<file path="src/rtl/gntia_pkg.sv">
`timescale 1ns / 1ps

package gntia_pkg;

  // Table geometry
  localparam int MAX_TARGETS = 8;
  localparam int IDX_W       = (MAX_TARGETS > 1) ? $clog2(MAX_TARGETS) : 1;
  localparam int CNT_W       = $clog2(MAX_TARGETS + 1);
  localparam int ADDR_W      = IDX_W + 1;
  localparam int MEM_DEPTH   = 2 * (1 << IDX_W);

  // Field widths
  localparam int COORD_W  = 16;
  localparam int CENTER_W = COORD_W + 1;
  localparam int TRACK_W  = 16;
  localparam int TIME_W   = 32;
  localparam int LIVE_W   = 4;
  localparam int SQ_W     = 2 * CENTER_W;
  localparam int DIST_W   = SQ_W + 1;

  localparam logic [COORD_W-1:0] COORD_MAX = '1;

  // Item kinds carried on in_tuser
  typedef enum logic [1:0] {
    FUNC_BEGIN = 2'd0,
    FUNC_BODY  = 2'd1,
    FUNC_PRUNE = 2'd2,
    FUNC_NONE  = 2'd3
  } func_t;

  // Configuration register indexes
  localparam logic [1:0] CFG_MIRROR_X  = 2'd0;
  localparam logic [1:0] CFG_MAX_DIST  = 2'd1;
  localparam logic [1:0] CFG_MAX_AGE   = 2'd2;

  localparam logic [15:0] MAX_DIST_RST = 16'd9830;
  localparam logic [15:0] MAX_AGE_RST  = 16'd350;

  // One table entry as held in memory
  typedef struct packed {
    logic [CENTER_W-1:0] cx;
    logic [CENTER_W-1:0] cy;
    logic [TRACK_W-1:0]  track;
    logic [TIME_W-1:0]   seen;
  } entry_t;

  // One result item
  typedef struct packed {
    logic [LIVE_W-1:0]  live_count;
    logic [COORD_W-1:0] out_max_x;
    logic [COORD_W-1:0] out_min_x;
    logic               stored;
    logic               reused;
    logic [TRACK_W-1:0] track_id;
  } result_t;

endpackage

</file>
<file path="src/rtl/greedy_nearest_track_id_assign.sv">
`timescale 1ns / 1ps
// Begin-frame and unused codes need no table scan; a body item and a prune each walk the
//   previous table, whose fill is 0..8.
// Throughput: one item in flight; the scan reads one table entry per cycle from the
//   entry memory, so the next item is taken once the result is registered.
// Reset (rst_n low, synchronous): tables empty, used marks clear, fresh id 0,
//   registers at mirror off, distance 9830, age 350 ms. The memory itself is not cleared.
module greedy_nearest_track_id_assign (
  input  logic         clk,
  input  logic         rst_n,
  // input items
  input  logic         in_tvalid,
  output logic         in_tready,
  // tdata: timestamp_ms[31:0], box_min_x[47:32], box_min_y[63:48],
  //        box_max_x[79:64], box_max_y[95:80]
  input  logic [95:0]  in_tdata,
  // tuser: func[1:0]
  input  logic [1:0]   in_tuser,
  // result items
  output logic         out_tvalid,
  input  logic         out_tready,
  // tdata: track_id[15:0], reused[16], stored[17], out_min_x[33:18],
  //        out_max_x[49:34], live_count[53:50], zero fill[55:54]
  output logic [55:0]  out_tdata,
  // configuration writes
  input  logic         cfg_we,
  input  logic [1:0]   cfg_idx,
  input  logic [15:0]  cfg_wdata
);
  import gntia_pkg::*;

  typedef enum logic [4:0] {
    ST_IDLE   = 5'b00001,
    ST_SCAN   = 5'b00010,
    ST_PRUNE  = 5'b00100,
    ST_COMMIT = 5'b01000,
    ST_FIN    = 5'b10000
  } state_t;

  state_t state_r, state_nxt;

  // configuration registers
  logic        mirror_x_r;
  logic [15:0] max_dist_r;
  logic [15:0] max_age_r;

  // table control
  logic                   sel_r;       // bank holding the current table
  logic [CNT_W-1:0]       cur_cnt_r;
  logic [CNT_W-1:0]       prev_cnt_r;
  logic [MAX_TARGETS-1:0] taken_r;
  logic [TRACK_W-1:0]     fresh_id_r;

  // item registers
  logic [TIME_W-1:0]   now_r;
  logic [COORD_W-1:0]  omin_r, omax_r;
  logic [CENTER_W-1:0] cx_r, cy_r;
  logic [TRACK_W-1:0]  id_r;
  logic                reused_r, stored_r;

  // scan pipeline
  logic [CNT_W-1:0]    rd_cnt_r;
  logic                v1_r, v2_r;
  logic [IDX_W-1:0]    idx1_r, idx2_r;
  logic [TRACK_W-1:0]  track2_r;
  logic [SQ_W-1:0]     sqx_r, sqy_r;
  logic [DIST_W-1:0]   best_r;
  logic [IDX_W-1:0]    best_idx_r;
  logic [TRACK_W-1:0]  best_track_r;
  logic                found_r;

  // entry memory, two banks of MAX_TARGETS entries
  entry_t              mem [MEM_DEPTH];
  entry_t              rd_data_r;
  logic [ADDR_W-1:0]   rd_addr, wr_addr;
  logic                mem_we;
  entry_t              wr_data;

  // output register
  logic    out_valid_r;
  result_t out_r;

  // decoded input fields
  logic [1:0]         in_func;
  logic [TIME_W-1:0]  in_ts;
  logic [COORD_W-1:0] in_min_x, in_min_y, in_max_x, in_max_y;
  logic [COORD_W-1:0] m_min_x, m_max_x;
  logic               in_acc;

  assign in_func  = in_tuser;
  assign in_ts    = in_tdata[31:0];
  assign in_min_x = in_tdata[47:32];
  assign in_min_y = in_tdata[63:48];
  assign in_max_x = in_tdata[79:64];
  assign in_max_y = in_tdata[95:80];

  assign in_tready = (state_r == ST_IDLE);
  assign in_acc    = in_tvalid && in_tready;

  assign m_min_x = mirror_x_r ? (COORD_MAX - in_max_x) : in_min_x;
  assign m_max_x = mirror_x_r ? (COORD_MAX - in_min_x) : in_max_x;

  // scan control
  logic             rd_done;
  logic             issue;
  logic [IDX_W-1:0] rd_idx;
  logic             scan_end, prune_end, cur_full;
  logic             out_free;
  logic             keep;

  assign rd_idx   = rd_cnt_r[IDX_W-1:0];
  assign rd_done  = (rd_cnt_r == prev_cnt_r);
  assign issue    = !rd_done && ((state_r == ST_PRUNE) ||
                                 ((state_r == ST_SCAN) && !taken_r[rd_idx]));
  assign scan_end  = (state_r == ST_SCAN) && rd_done && !v1_r && !v2_r;
  assign prune_end = (state_r == ST_PRUNE) && rd_done && !v1_r;
  assign cur_full  = (cur_cnt_r == CNT_W'(MAX_TARGETS));
  assign out_free  = !out_valid_r || out_tready;
  assign keep      = (TIME_W'(now_r - rd_data_r.seen) <= TIME_W'(max_age_r));

  assign rd_addr = {~sel_r, rd_idx};
  assign wr_addr = {sel_r, cur_cnt_r[IDX_W-1:0]};

  // memory write: body append or kept entry during prune
  always_comb begin
    mem_we  = 1'b0;
    wr_data = rd_data_r;
    if (state_r == ST_COMMIT && !cur_full) begin
      mem_we        = 1'b1;
      wr_data.cx    = cx_r;
      wr_data.cy    = cy_r;
      wr_data.track = found_r ? best_track_r : fresh_id_r;
      wr_data.seen  = now_r;
    end else if (state_r == ST_PRUNE && v1_r && keep) begin
      mem_we = 1'b1;
    end
  end

  always_ff @(posedge clk) begin
    if (mem_we) begin
      mem[wr_addr] <= wr_data;
    end
    rd_data_r <= mem[rd_addr];
  end

  // next state
  always_comb begin
    state_nxt = state_r;
    case (state_r)
      ST_IDLE: begin
        if (in_acc) begin
          case (in_func)
            FUNC_BODY:  state_nxt = ST_SCAN;
            FUNC_PRUNE: state_nxt = ST_PRUNE;
            default:    state_nxt = ST_FIN;
          endcase
        end
      end
      ST_SCAN:   if (scan_end) state_nxt = ST_COMMIT;
      ST_PRUNE:  if (prune_end) state_nxt = ST_FIN;
      ST_COMMIT: state_nxt = ST_FIN;
      ST_FIN:    if (out_free) state_nxt = ST_IDLE;
      default:   state_nxt = ST_IDLE;
    endcase
  end

  // control registers
  always_ff @(posedge clk) begin
    if (!rst_n) begin
      state_r     <= ST_IDLE;
      mirror_x_r  <= 1'b0;
      max_dist_r  <= MAX_DIST_RST;
      max_age_r   <= MAX_AGE_RST;
      sel_r       <= 1'b0;
      cur_cnt_r   <= '0;
      prev_cnt_r  <= '0;
      taken_r     <= '0;
      fresh_id_r  <= '0;
      rd_cnt_r    <= '0;
      v1_r        <= 1'b0;
      v2_r        <= 1'b0;
      found_r     <= 1'b0;
      out_valid_r <= 1'b0;
    end else begin
      state_r <= state_nxt;

      // register writes
      if (cfg_we) begin
        case (cfg_idx)
          CFG_MIRROR_X: mirror_x_r <= cfg_wdata[0];
          CFG_MAX_DIST: max_dist_r <= cfg_wdata;
          CFG_MAX_AGE:  max_age_r  <= cfg_wdata;
          default:      ;
        endcase
      end

      // item start: begin and prune swap banks so the current table becomes previous
      if (in_acc) begin
        rd_cnt_r <= '0;
        found_r  <= 1'b0;
        if (in_func == FUNC_BEGIN || in_func == FUNC_PRUNE) begin
          sel_r      <= ~sel_r;
          prev_cnt_r <= cur_cnt_r;
          cur_cnt_r  <= '0;
          taken_r    <= '0;
        end
      end

      // read issue
      if (state_r == ST_SCAN || state_r == ST_PRUNE) begin
        if (!rd_done) begin
          rd_cnt_r <= rd_cnt_r + CNT_W'(1);
        end
      end
      v1_r <= issue;
      v2_r <= v1_r && (state_r == ST_SCAN);

      // nearest candidate so far
      if (v2_r && ({1'b0, sqx_r} + {1'b0, sqy_r} < best_r)) begin
        found_r <= 1'b1;
      end

      // prune keeps fresh entries in order
      if (state_r == ST_PRUNE && v1_r && keep) begin
        cur_cnt_r <= cur_cnt_r + CNT_W'(1);
      end

      // body commit: take the matched id or issue a fresh one, then append if the table has room
      if (state_r == ST_COMMIT) begin
        if (found_r) begin
          taken_r[best_idx_r] <= 1'b1;
        end else begin
          fresh_id_r <= fresh_id_r + TRACK_W'(1);
        end
        if (!cur_full) begin
          cur_cnt_r <= cur_cnt_r + CNT_W'(1);
        end
      end

      // output register
      if (state_r == ST_FIN && out_free) begin
        out_valid_r <= 1'b1;
      end else if (out_tready) begin
        out_valid_r <= 1'b0;
      end
    end
  end

  // payload registers
  logic [CENTER_W-1:0] dx, dy;
  logic [CENTER_W-1:0] lim2;

  assign lim2 = {max_dist_r, 1'b0};
  assign dx = (cx_r >= rd_data_r.cx) ? (cx_r - rd_data_r.cx) : (rd_data_r.cx - cx_r);
  assign dy = (cy_r >= rd_data_r.cy) ? (cy_r - rd_data_r.cy) : (rd_data_r.cy - cy_r);

  always_ff @(posedge clk) begin
    if (in_acc) begin
      now_r    <= in_ts;
      reused_r <= 1'b0;
      stored_r <= 1'b0;
      id_r     <= '0;
      best_r   <= DIST_W'(lim2) * DIST_W'(lim2);
      if (in_func == FUNC_BODY) begin
        omin_r <= m_min_x;
        omax_r <= m_max_x;
        cx_r   <= CENTER_W'(m_min_x) + CENTER_W'(m_max_x);
        cy_r   <= CENTER_W'(in_min_y) + CENTER_W'(in_max_y);
      end else begin
        omin_r <= '0;
        omax_r <= '0;
      end
    end

    // squares of the axis distances
    idx1_r   <= rd_idx;
    idx2_r   <= idx1_r;
    track2_r <= rd_data_r.track;
    sqx_r    <= SQ_W'(dx) * SQ_W'(dx);
    sqy_r    <= SQ_W'(dy) * SQ_W'(dy);

    if (v2_r && ({1'b0, sqx_r} + {1'b0, sqy_r} < best_r)) begin
      best_r       <= {1'b0, sqx_r} + {1'b0, sqy_r};
      best_idx_r   <= idx2_r;
      best_track_r <= track2_r;
    end

    if (state_r == ST_COMMIT) begin
      id_r     <= found_r ? best_track_r : fresh_id_r;
      reused_r <= found_r;
      stored_r <= !cur_full;
    end

    if (state_r == ST_FIN && out_free) begin
      out_r.track_id   <= id_r;
      out_r.reused     <= reused_r;
      out_r.stored     <= stored_r;
      out_r.out_min_x  <= omin_r;
      out_r.out_max_x  <= omax_r;
      out_r.live_count <= LIVE_W'(cur_cnt_r);
    end
  end

  assign out_tvalid = out_valid_r;
  assign out_tdata  = {2'b00, out_r};

  // checks
  a_cur_cnt_range: assert property (@(posedge clk) disable iff (!rst_n)
    cur_cnt_r <= CNT_W'(MAX_TARGETS))
    else $error("current table count beyond depth");

  a_taken_within_prev: assert property (@(posedge clk) disable iff (!rst_n)
    $countones(taken_r) <= prev_cnt_r)
    else $error("used marks exceed previous table fill");

  a_fresh_only_commit: assert property (@(posedge clk) disable iff (!rst_n)
    (fresh_id_r != $past(fresh_id_r)) |-> ($past(state_r) == ST_COMMIT))
    else $error("fresh id advanced outside body commit");

  a_pipe_in_scan: assert property (@(posedge clk) disable iff (!rst_n)
    v2_r |-> (state_r == ST_SCAN))
    else $error("distance stage active outside body scan");

endmodule
</file>
<file path="config.mk">
export PLATFORM = sky130hd
export DESIGN_NAME = greedy_nearest_track_id_assign
export DESIGN_NICKNAME = d
export VERILOG_FILES = /design/src/rtl/gntia_pkg.sv /design/src/rtl/greedy_nearest_track_id_assign.sv
export SDC_FILE = /design/constraint.sdc
export NUM_CORES = 2
export LEC_CHECK = 0
export BUFFER_PORTS_ARGS = -buffer_cell sky130_fd_sc_hd__buf_4
export CAP_MARGIN = 5
export CORE_MARGIN = 5
export CORE_UTILIZATION = 55
export CTS_CLUSTER_DIAMETER = 200
export CTS_CLUSTER_SIZE = 12
export DETAILED_ROUTE_END_ITERATION = 12
export GPL_TIMING_DRIVEN = 0
export PLACE_DENSITY = 0.69
export SLEW_MARGIN = 30
export SYNTH_ARGS = -nofsm -noshare
export SYNTH_HDL_FRONTEND = slang
export SYNTH_SLANG_ARGS = --single-unit
</file>
<file path="constraint.sdc">
create_clock -name clk -period 24.9 [get_ports clk]
set_input_delay 6.225 -clock clk [delete_from_list [all_inputs] [get_ports clk]]
set_output_delay 6.225 -clock clk [all_outputs]
set_load 0.02 [all_outputs]
</file>
; Word level (Yosys, flattened, before mapping)
; Memory sizes are Yosys's and may differ from the RTL's. A register that Yosys moved wholly into a read port is not among the register bits.
; Index checks and enable logic that the tools add are counted.
[word_totals]
register_bits = 393
latchBits = 0
ramBits = 1312
rom_bits = 0
input_bits = 121
elab_cells = 158
n_memories = 1
[memory_table]
columns = name, depth, word_bits, rd, rd_ports_with_merged_regs, write_ports, line_no
row1 = mem, 16, 82, 1, 1, 1, greedy_nearest_track_id_assign.sv:73  ; entry_t mem [MEM_DEPTH];
[op_classes]
n_addsub = 13
mul = 3
n_div = 0
order_cmp = 7
eq_ne = 15
shifts = 0
muxes = 43
n_bitwise = 3
reduce_logical = 37
[ops]
columns = operator, count
row1 = 2-to-1 mux 82 bit, 1
row2 = 2-to-1 mux 16 bit, 5
row3 = 2-to-1 mux 35 bit, 2
row4 = multiplier 17 x 17 -> 34 bit, 2
row5 = subtractor 17 bit, 4
row6 = 2-to-1 mux 8 bit, 5
row7 = adder 34 x 34 -> 35 bit, 1
row8 = < comparator 35 bit, 1
row9 = adder 16 x 16 -> 17 bit, 2
row10 = >= comparator 17 bit, 2
row11 = 2-to-1 mux 17 bit, 2
row12 = less-or-equal comparator 32 x 16 -> 1 bit, 1
row13 = multiplier 16 x 16 -> 32 bit, 1
row14 = 2-to-1 mux 4 bit, 8
row15 = subtractor 16 bit (first input constant), 2
row16 = subtractor 32 bit, 1
row17 = case mux 5 bit (5 select lines), 1
row18 = 2-to-1 mux 5 bit, 4
row19 = adder 16 x 1 -> 16 bit (second input constant), 1
row20 = logical AND 1 bit, 15
row21 = 2-to-1 mux 1 bit, 12
row22 = AND reduction 2 bit, 6
row23 = case mux 5 bit (2 select lines), 1
row24 = adder 4 x 1 -> 4 bit (second input constant), 2
row25 = 22 further kinds, 39

; Longest topological paths before layout
[logic_depth]
depth_word = 8
ltp_mapped = 40
depth_no_buf = 37

; Least setup slack after synthesis
; Ideal clock, no wire load.
[synth_path]
kind = register to register
startpoint = register now_r[1]
endpoint = memory mem[0][0] in the netlist's numbering (enable)
setup_time_ps = 623
arrival_ps = 9487
t_required_ps = 24277
path_slack_ps = 14790
stages_incl_launch_ff = 23
n_path_buf = 1
synth_period_minus_slack_ps = 10110
path_cell_list = edfxtp_1 > ha_1 > nor2b_1 > o21a_1 > o21a_1 > o21ai_0 > a21oi_1 > a31oi_1 > o221ai_1 > xor2_1 > ha_1 > and3_1 > nand4_1 > o21ai_0 > nor3_1 > o21ai_0 > a2111oi_2 > o211a_1 > nand4_1 > o31ai_2 > buf_4 > nand2_2 > nor3_1
[synth_via]
elab_chain_cells = 7
[synth_lines]
columns = element, line_no
row1 = start: declaration, greedy_nearest_track_id_assign.sv:55  ; logic [TIME_W-1:0] now_r;
row2 = start signal: assignment, greedy_nearest_track_id_assign.sv:259  ; now_r <= in_ts;
row3 = subtractor 32 bit, greedy_nearest_track_id_assign.sv:119  ; assign keep = (TIME_W'(now_r - rd_data_r.seen) <= TIME_W'(max_age_r));
row4 = less-or-equal comparator 32 x 16 -> 1 bit, greedy_nearest_track_id_assign.sv:119
row5 = logical AND 1 bit, greedy_nearest_track_id_assign.sv:134  ; end else if (state_r == ST_PRUNE && v1_r && keep) begin
row6 = 2-to-1 mux 1 bit, greedy_nearest_track_id_assign.sv:134
row7 = 2-to-1 mux 1 bit, greedy_nearest_track_id_assign.sv:128  ; if (state_r == ST_COMMIT && !cur_full) begin
row8 = 2-to-1 mux 1 bit, greedy_nearest_track_id_assign.sv:140  ; if (mem_we) begin
row9 = 2-to-1 mux 1 bit (not written as such), greedy_nearest_track_id_assign.sv:141  ; mem[wr_addr] <= wr_data;
row10 = end: declaration, greedy_nearest_track_id_assign.sv:73
; Every way passes these cells.

; Final worst setup path
[layout_path]
startpoint = register cx_r[3]
endpoint = register sqx_r[32]
[layout_via]
elab_chain_cells = 3
elab_cells_between_ends = 5
[layout_lines]
columns = element, line_no
row1 = start: declaration, greedy_nearest_track_id_assign.sv:57  ; logic [CENTER_W-1:0] cx_r, cy_r;
row2 = start signal: assignment, greedy_nearest_track_id_assign.sv:267  ; cx_r <= CENTER_W'(m_min_x) + CENTER_W'(m_max_x);
row3 = subtractor 17 bit or >= comparator 17 bit (tied branches), greedy_nearest_track_id_assign.sv:254  ; assign dx = (cx_r >= rd_data_r.cx) ? (cx_r - rd_data_r.cx) : (rd_data_r.cx - cx_r);
row4 = 2-to-1 mux 17 bit (*), greedy_nearest_track_id_assign.sv:254
row5 = multiplier 17 x 17 -> 34 bit (*), greedy_nearest_track_id_assign.sv:279  ; sqx_r <= SQ_W'(dx) * SQ_W'(dx);
row6 = end signal: assignment, greedy_nearest_track_id_assign.sv:279
row7 = end: declaration, greedy_nearest_track_id_assign.sv:66  ; logic [SQ_W-1:0] sqx_r, sqy_r;
; Mark *: on every way between the ends. The rest lies on a longest branch, timed or not.
; A chain may end at the register's enable or synchronous reset.

==> metrics list <==
- Of all nets on the critical path, the largest fanout is 10.
- In this run the post-CTS setup repair buffer count came out at 0.
* Vias after detailed routing: 58050
- Slowest cell on crit path: xor2_1
- Summing all flip-flop and latch instances after layout gives 51110 µm².
- In this run the critical register-to-register path is launched from cx_r[3]$_DFFE_PP_.
- Iteration-0 DRC Markers: 5361
* Max Clock Skew: 0.07756 ns
- Layout overhead on the synthesized area: 12.80%
- Clock transition time at the flip-flop clock pins of the worst setup and hold paths: 0.06 ns
* Actual slew at the worst max-slew pin: 1.082 ns
- In this run the core area contains 153 standard-cell rows.
* Number of distinct library cell variants in the gate-level netlist after synthesis: 90
* Arrival time reported for the critical path endpoint: 11.17 ns
- Drt first pass iters: 6
- Post-Synthesis Mean Instance Area: 13.93 µm²
- Summing all multi-input logic gate instances after layout gives 41060 µm².
- H-tree level count: 4
- Of all flip-flops after synthesis, the portion carrying an async set or reset was 0.
- The mapped netlist covers 96570 µm².
- Cell count of the worst reg-to-reg path: 35
- Final-layout setup total negative slack: 0 ns
- Of the total synthesized cell area, the portion taken by full adders, half adders and majority gates is 0.1829.
* Worst slew margin: 0.2787
- Largest family of logic cells by synthesized area: adder cells
- Max-cap violations in this run came to 0.
- The tightest min-delay check is of the register to register type.
- The final layout contains routed wiring with a total length of 245.3 mm.
* Syn. warnings: 0
- At the worst endpoint, the required time is 25.52 ns.
- Entering global routing, the biggest net connects 53 pins.
- Of the total synthesized cell area, the portion taken by XOR and XNOR cells is 0.02057.
* Number of setup violations in the final report: 0
- TritonCTS created 166 clock buffers.
* Global placement routability congestion: 0.9307
- For flop-to-flop paths, the worst setup slack is 14.35 ns.
- NumNets Final: 8632
* Number of fill cells: 12860
- Commonest non-fill, non-tap cells in the layout: edfxtp_1, inv_1, fa_1
- STA classifies the critical path startpoint as a register.
- Of the total synthesized cell area, the portion taken by AND, OR, NAND and NOR gates is 0.06207.
- The tree is rooted in a clkbuf_16.
- All-layer global routing usage: 0.2674
* Core area: 174200 µm²
- Share of cells above drive strength 1: 0.1522
- Part of the Yosys area used for sequential elements: 0.5292
- Height of the die: 429.0 µm
* Total global routing overflow: 0
* Global-route wire length before repair: 372.3 mm
- Count of flip-flops with a built-in enable after synthesis: 1536
- Ports placed on the boundary: 179
- Routed via count divided by cell count: 5.869
- Post-synthesis instance total: 6932
- In this run the most critical hold path is launched from idx1_r[0]$_DFF_P_.
- After synthesis, the share of cell area in mux cells is 0.1035.
- The floorplan step defined a die boundary enclosing 184100 µm².
* Commonest non-fill, non-tap cell in the layout: edfxtp_1
- Crit path time final: 10.55 ns
* Highest attainable clock frequency: 94.82 MHz
- Port Buf Inserts: 175
* TritonCTS clock tree: done
* Hold buffers post-CTS: 0
- Compound-cell area share of the yosys netlist: 0.05195
* Cells on Worst Hold Path: 0
- The run finished with clean final reports.
- The worst setup path is of the register to register kind.
- Of the available clock period, the critical path in the final layout requires 0.4235.
- Timing startpoint of the critical path: cx_r[3]$_DFFE_PP_
- Clock sink count: 1785
- The wire-length estimate of the detail-placed layout is 177.9 mm.
* Die X-Extent: 429.0 µm
* Via count of the first global-routing pass: 61270
- After detailed routing, the number of remaining DRC violations is 0.
- The number of max-slew violations in the final report came to 0.
- Largest buffer count on any clock path: 3
- Initial core utilization: 0.5544
- Leading register cell type out of synthesis: edfxtp_1
* Final hold violation count: 0
- Remaining antenna violation count: 0
- RSZ-0062 raised after global routing: false
- STA classifies the critical path endpoint as a register.
* Wire per inst: 24.80 µm
- The number of gates resized after CTS was 0.
* Number of antenna violations at the first check in global routing: 7
* Yosys reg bits: 1785
* Largest stage delay, worst path: 0.72 ns
- The clock reaches the later pin of the worst-skew pair after 0.81 ns.
[metal layers]
metal / track usage / vias up / wire, µm
li1: - / 25540 / -
met1: 0.3478 / 29590 / 93680
met2: 0.4564 / 2425 / 122900
met3: 0.03957 / 492 / 18000
met4: 0.1067 / 0 / 10740
met5: 0 / - / 0
[state kept, by name, indices dropped and copies added, names as in the netlist, 4 cells and up]
name	flops
omax_r	16
track2_r	16
state_r	5
out_tdata	54
cur_cnt_r	4
rd_data_r	82
taken_r	8
id_r	16
best_r	35
cx_r	17
now_r	32
mem	1312
omin_r	16
max_age_r	16
fresh_id_r	16
sqy_r	33
best_track_r	16
sqx_r	33
max_dist_r	16
prev_cnt_r	4
rd_cnt_r	4
cy_r	17
[Yosys cell counts (28+ instances only)]
cell type  number  area (µm²)
a21boi_0       28       210.2
xor2_1         70       613.1
o211ai_1       28       210.2
nor2b_1        50       312.8
ha_1          530        6631
nand2b_1       40       250.2
and2_1        119       744.5
o21a_1         40       300.3
fa_1          551       11030
nand2_1       487        1828
a21oi_1       220        1101
mux2i_1        53       530.5
o21ai_0       224        1121
clkbuf_1      176       660.6
buf_1          31       116.4
nand4_1        31       193.9
mux4_2        412        9279
nor3_1         52       260.3
xnor2_1       150        1314
nor2_1        341        1280
nand3_1        63       315.3
dfxtp_1       249        4985
inv_1        1019        3825
edfxtp_1     1536       46120
and3_1         31       193.9
a21o_1         87       653.1
[through the flow]
stage,setup slack (ns),utilization,cells,hold slack [ns],instance area (µm²)
after floorplan,14.79,-,6933,0.3096,96580
after global placement,6.164,0.5786,9433,0.3127,100800
after detailed placement,14.53,0.5957,9586,0.3150,103800
after CTS,14.44,0.6239,9886,0.3295,108700
after global routing,13.63,0.6253,9889,0.3385,108900
final,14.35,0.6253,9891,0.3322,108900
[critical path, delay by kind of cell (launching register included)]
| family | cells | cell delay, ns |
|---|---|---|
| fa+ha+maj | 8 | 3.41 |
| compound gates | 12 | 3.31 |
| buf+inv | 9 | 1.35 |
| simple gates | 4 | 0.86 |
| xor+xnor | 1 | 0.72 |
| flops | 1 | 0.47 |
| mux | 1 | 0.19 |
[cell families after synthesis]
| group | after synthesis |
|---|---|
| compound gates | 795 |
| xor+xnor | 223 |
| fa+ha+maj | 1081 |
| buf+inv | 1267 |
| flops | 1785 |
| mux | 481 |
| other cells | 1 |
| simple gates | 1299 |
[worst paths after layout]
| kind | endpoint |
|---|---|
| setup / recovery | sqx_r[32]$_DFF_P_ |
| hold / removal | idx2_r[0]$_DFF_P_ |
| setup reg to reg | sqx_r[32]$_DFF_P_ |
| hold reg to reg | idx2_r[0]$_DFF_P_ |
[cell type report]
| type | instances | area share |
|---|---|---|
| Antenna cell | 4 | 0.00009189 |
| Timing Repair Buffer | 329 | 0.03708 |
| Buffer | 237 | 0.009281 |
| Sequential cell | 1785 | 0.4692 |
| Multi-Input combinational cell | 3881 | 0.3769 |
| Inverter | 1030 | 0.03551 |
| Clock buffer | 289 | 0.04266 |
| Clock inverter | 11 | 0.002561 |
| Tap cell | 2325 | 0.02670 |
Power is left out: the tool's default activity adds up to more than one toggle a clock period on the data nets, which glitch-free logic cannot reach.
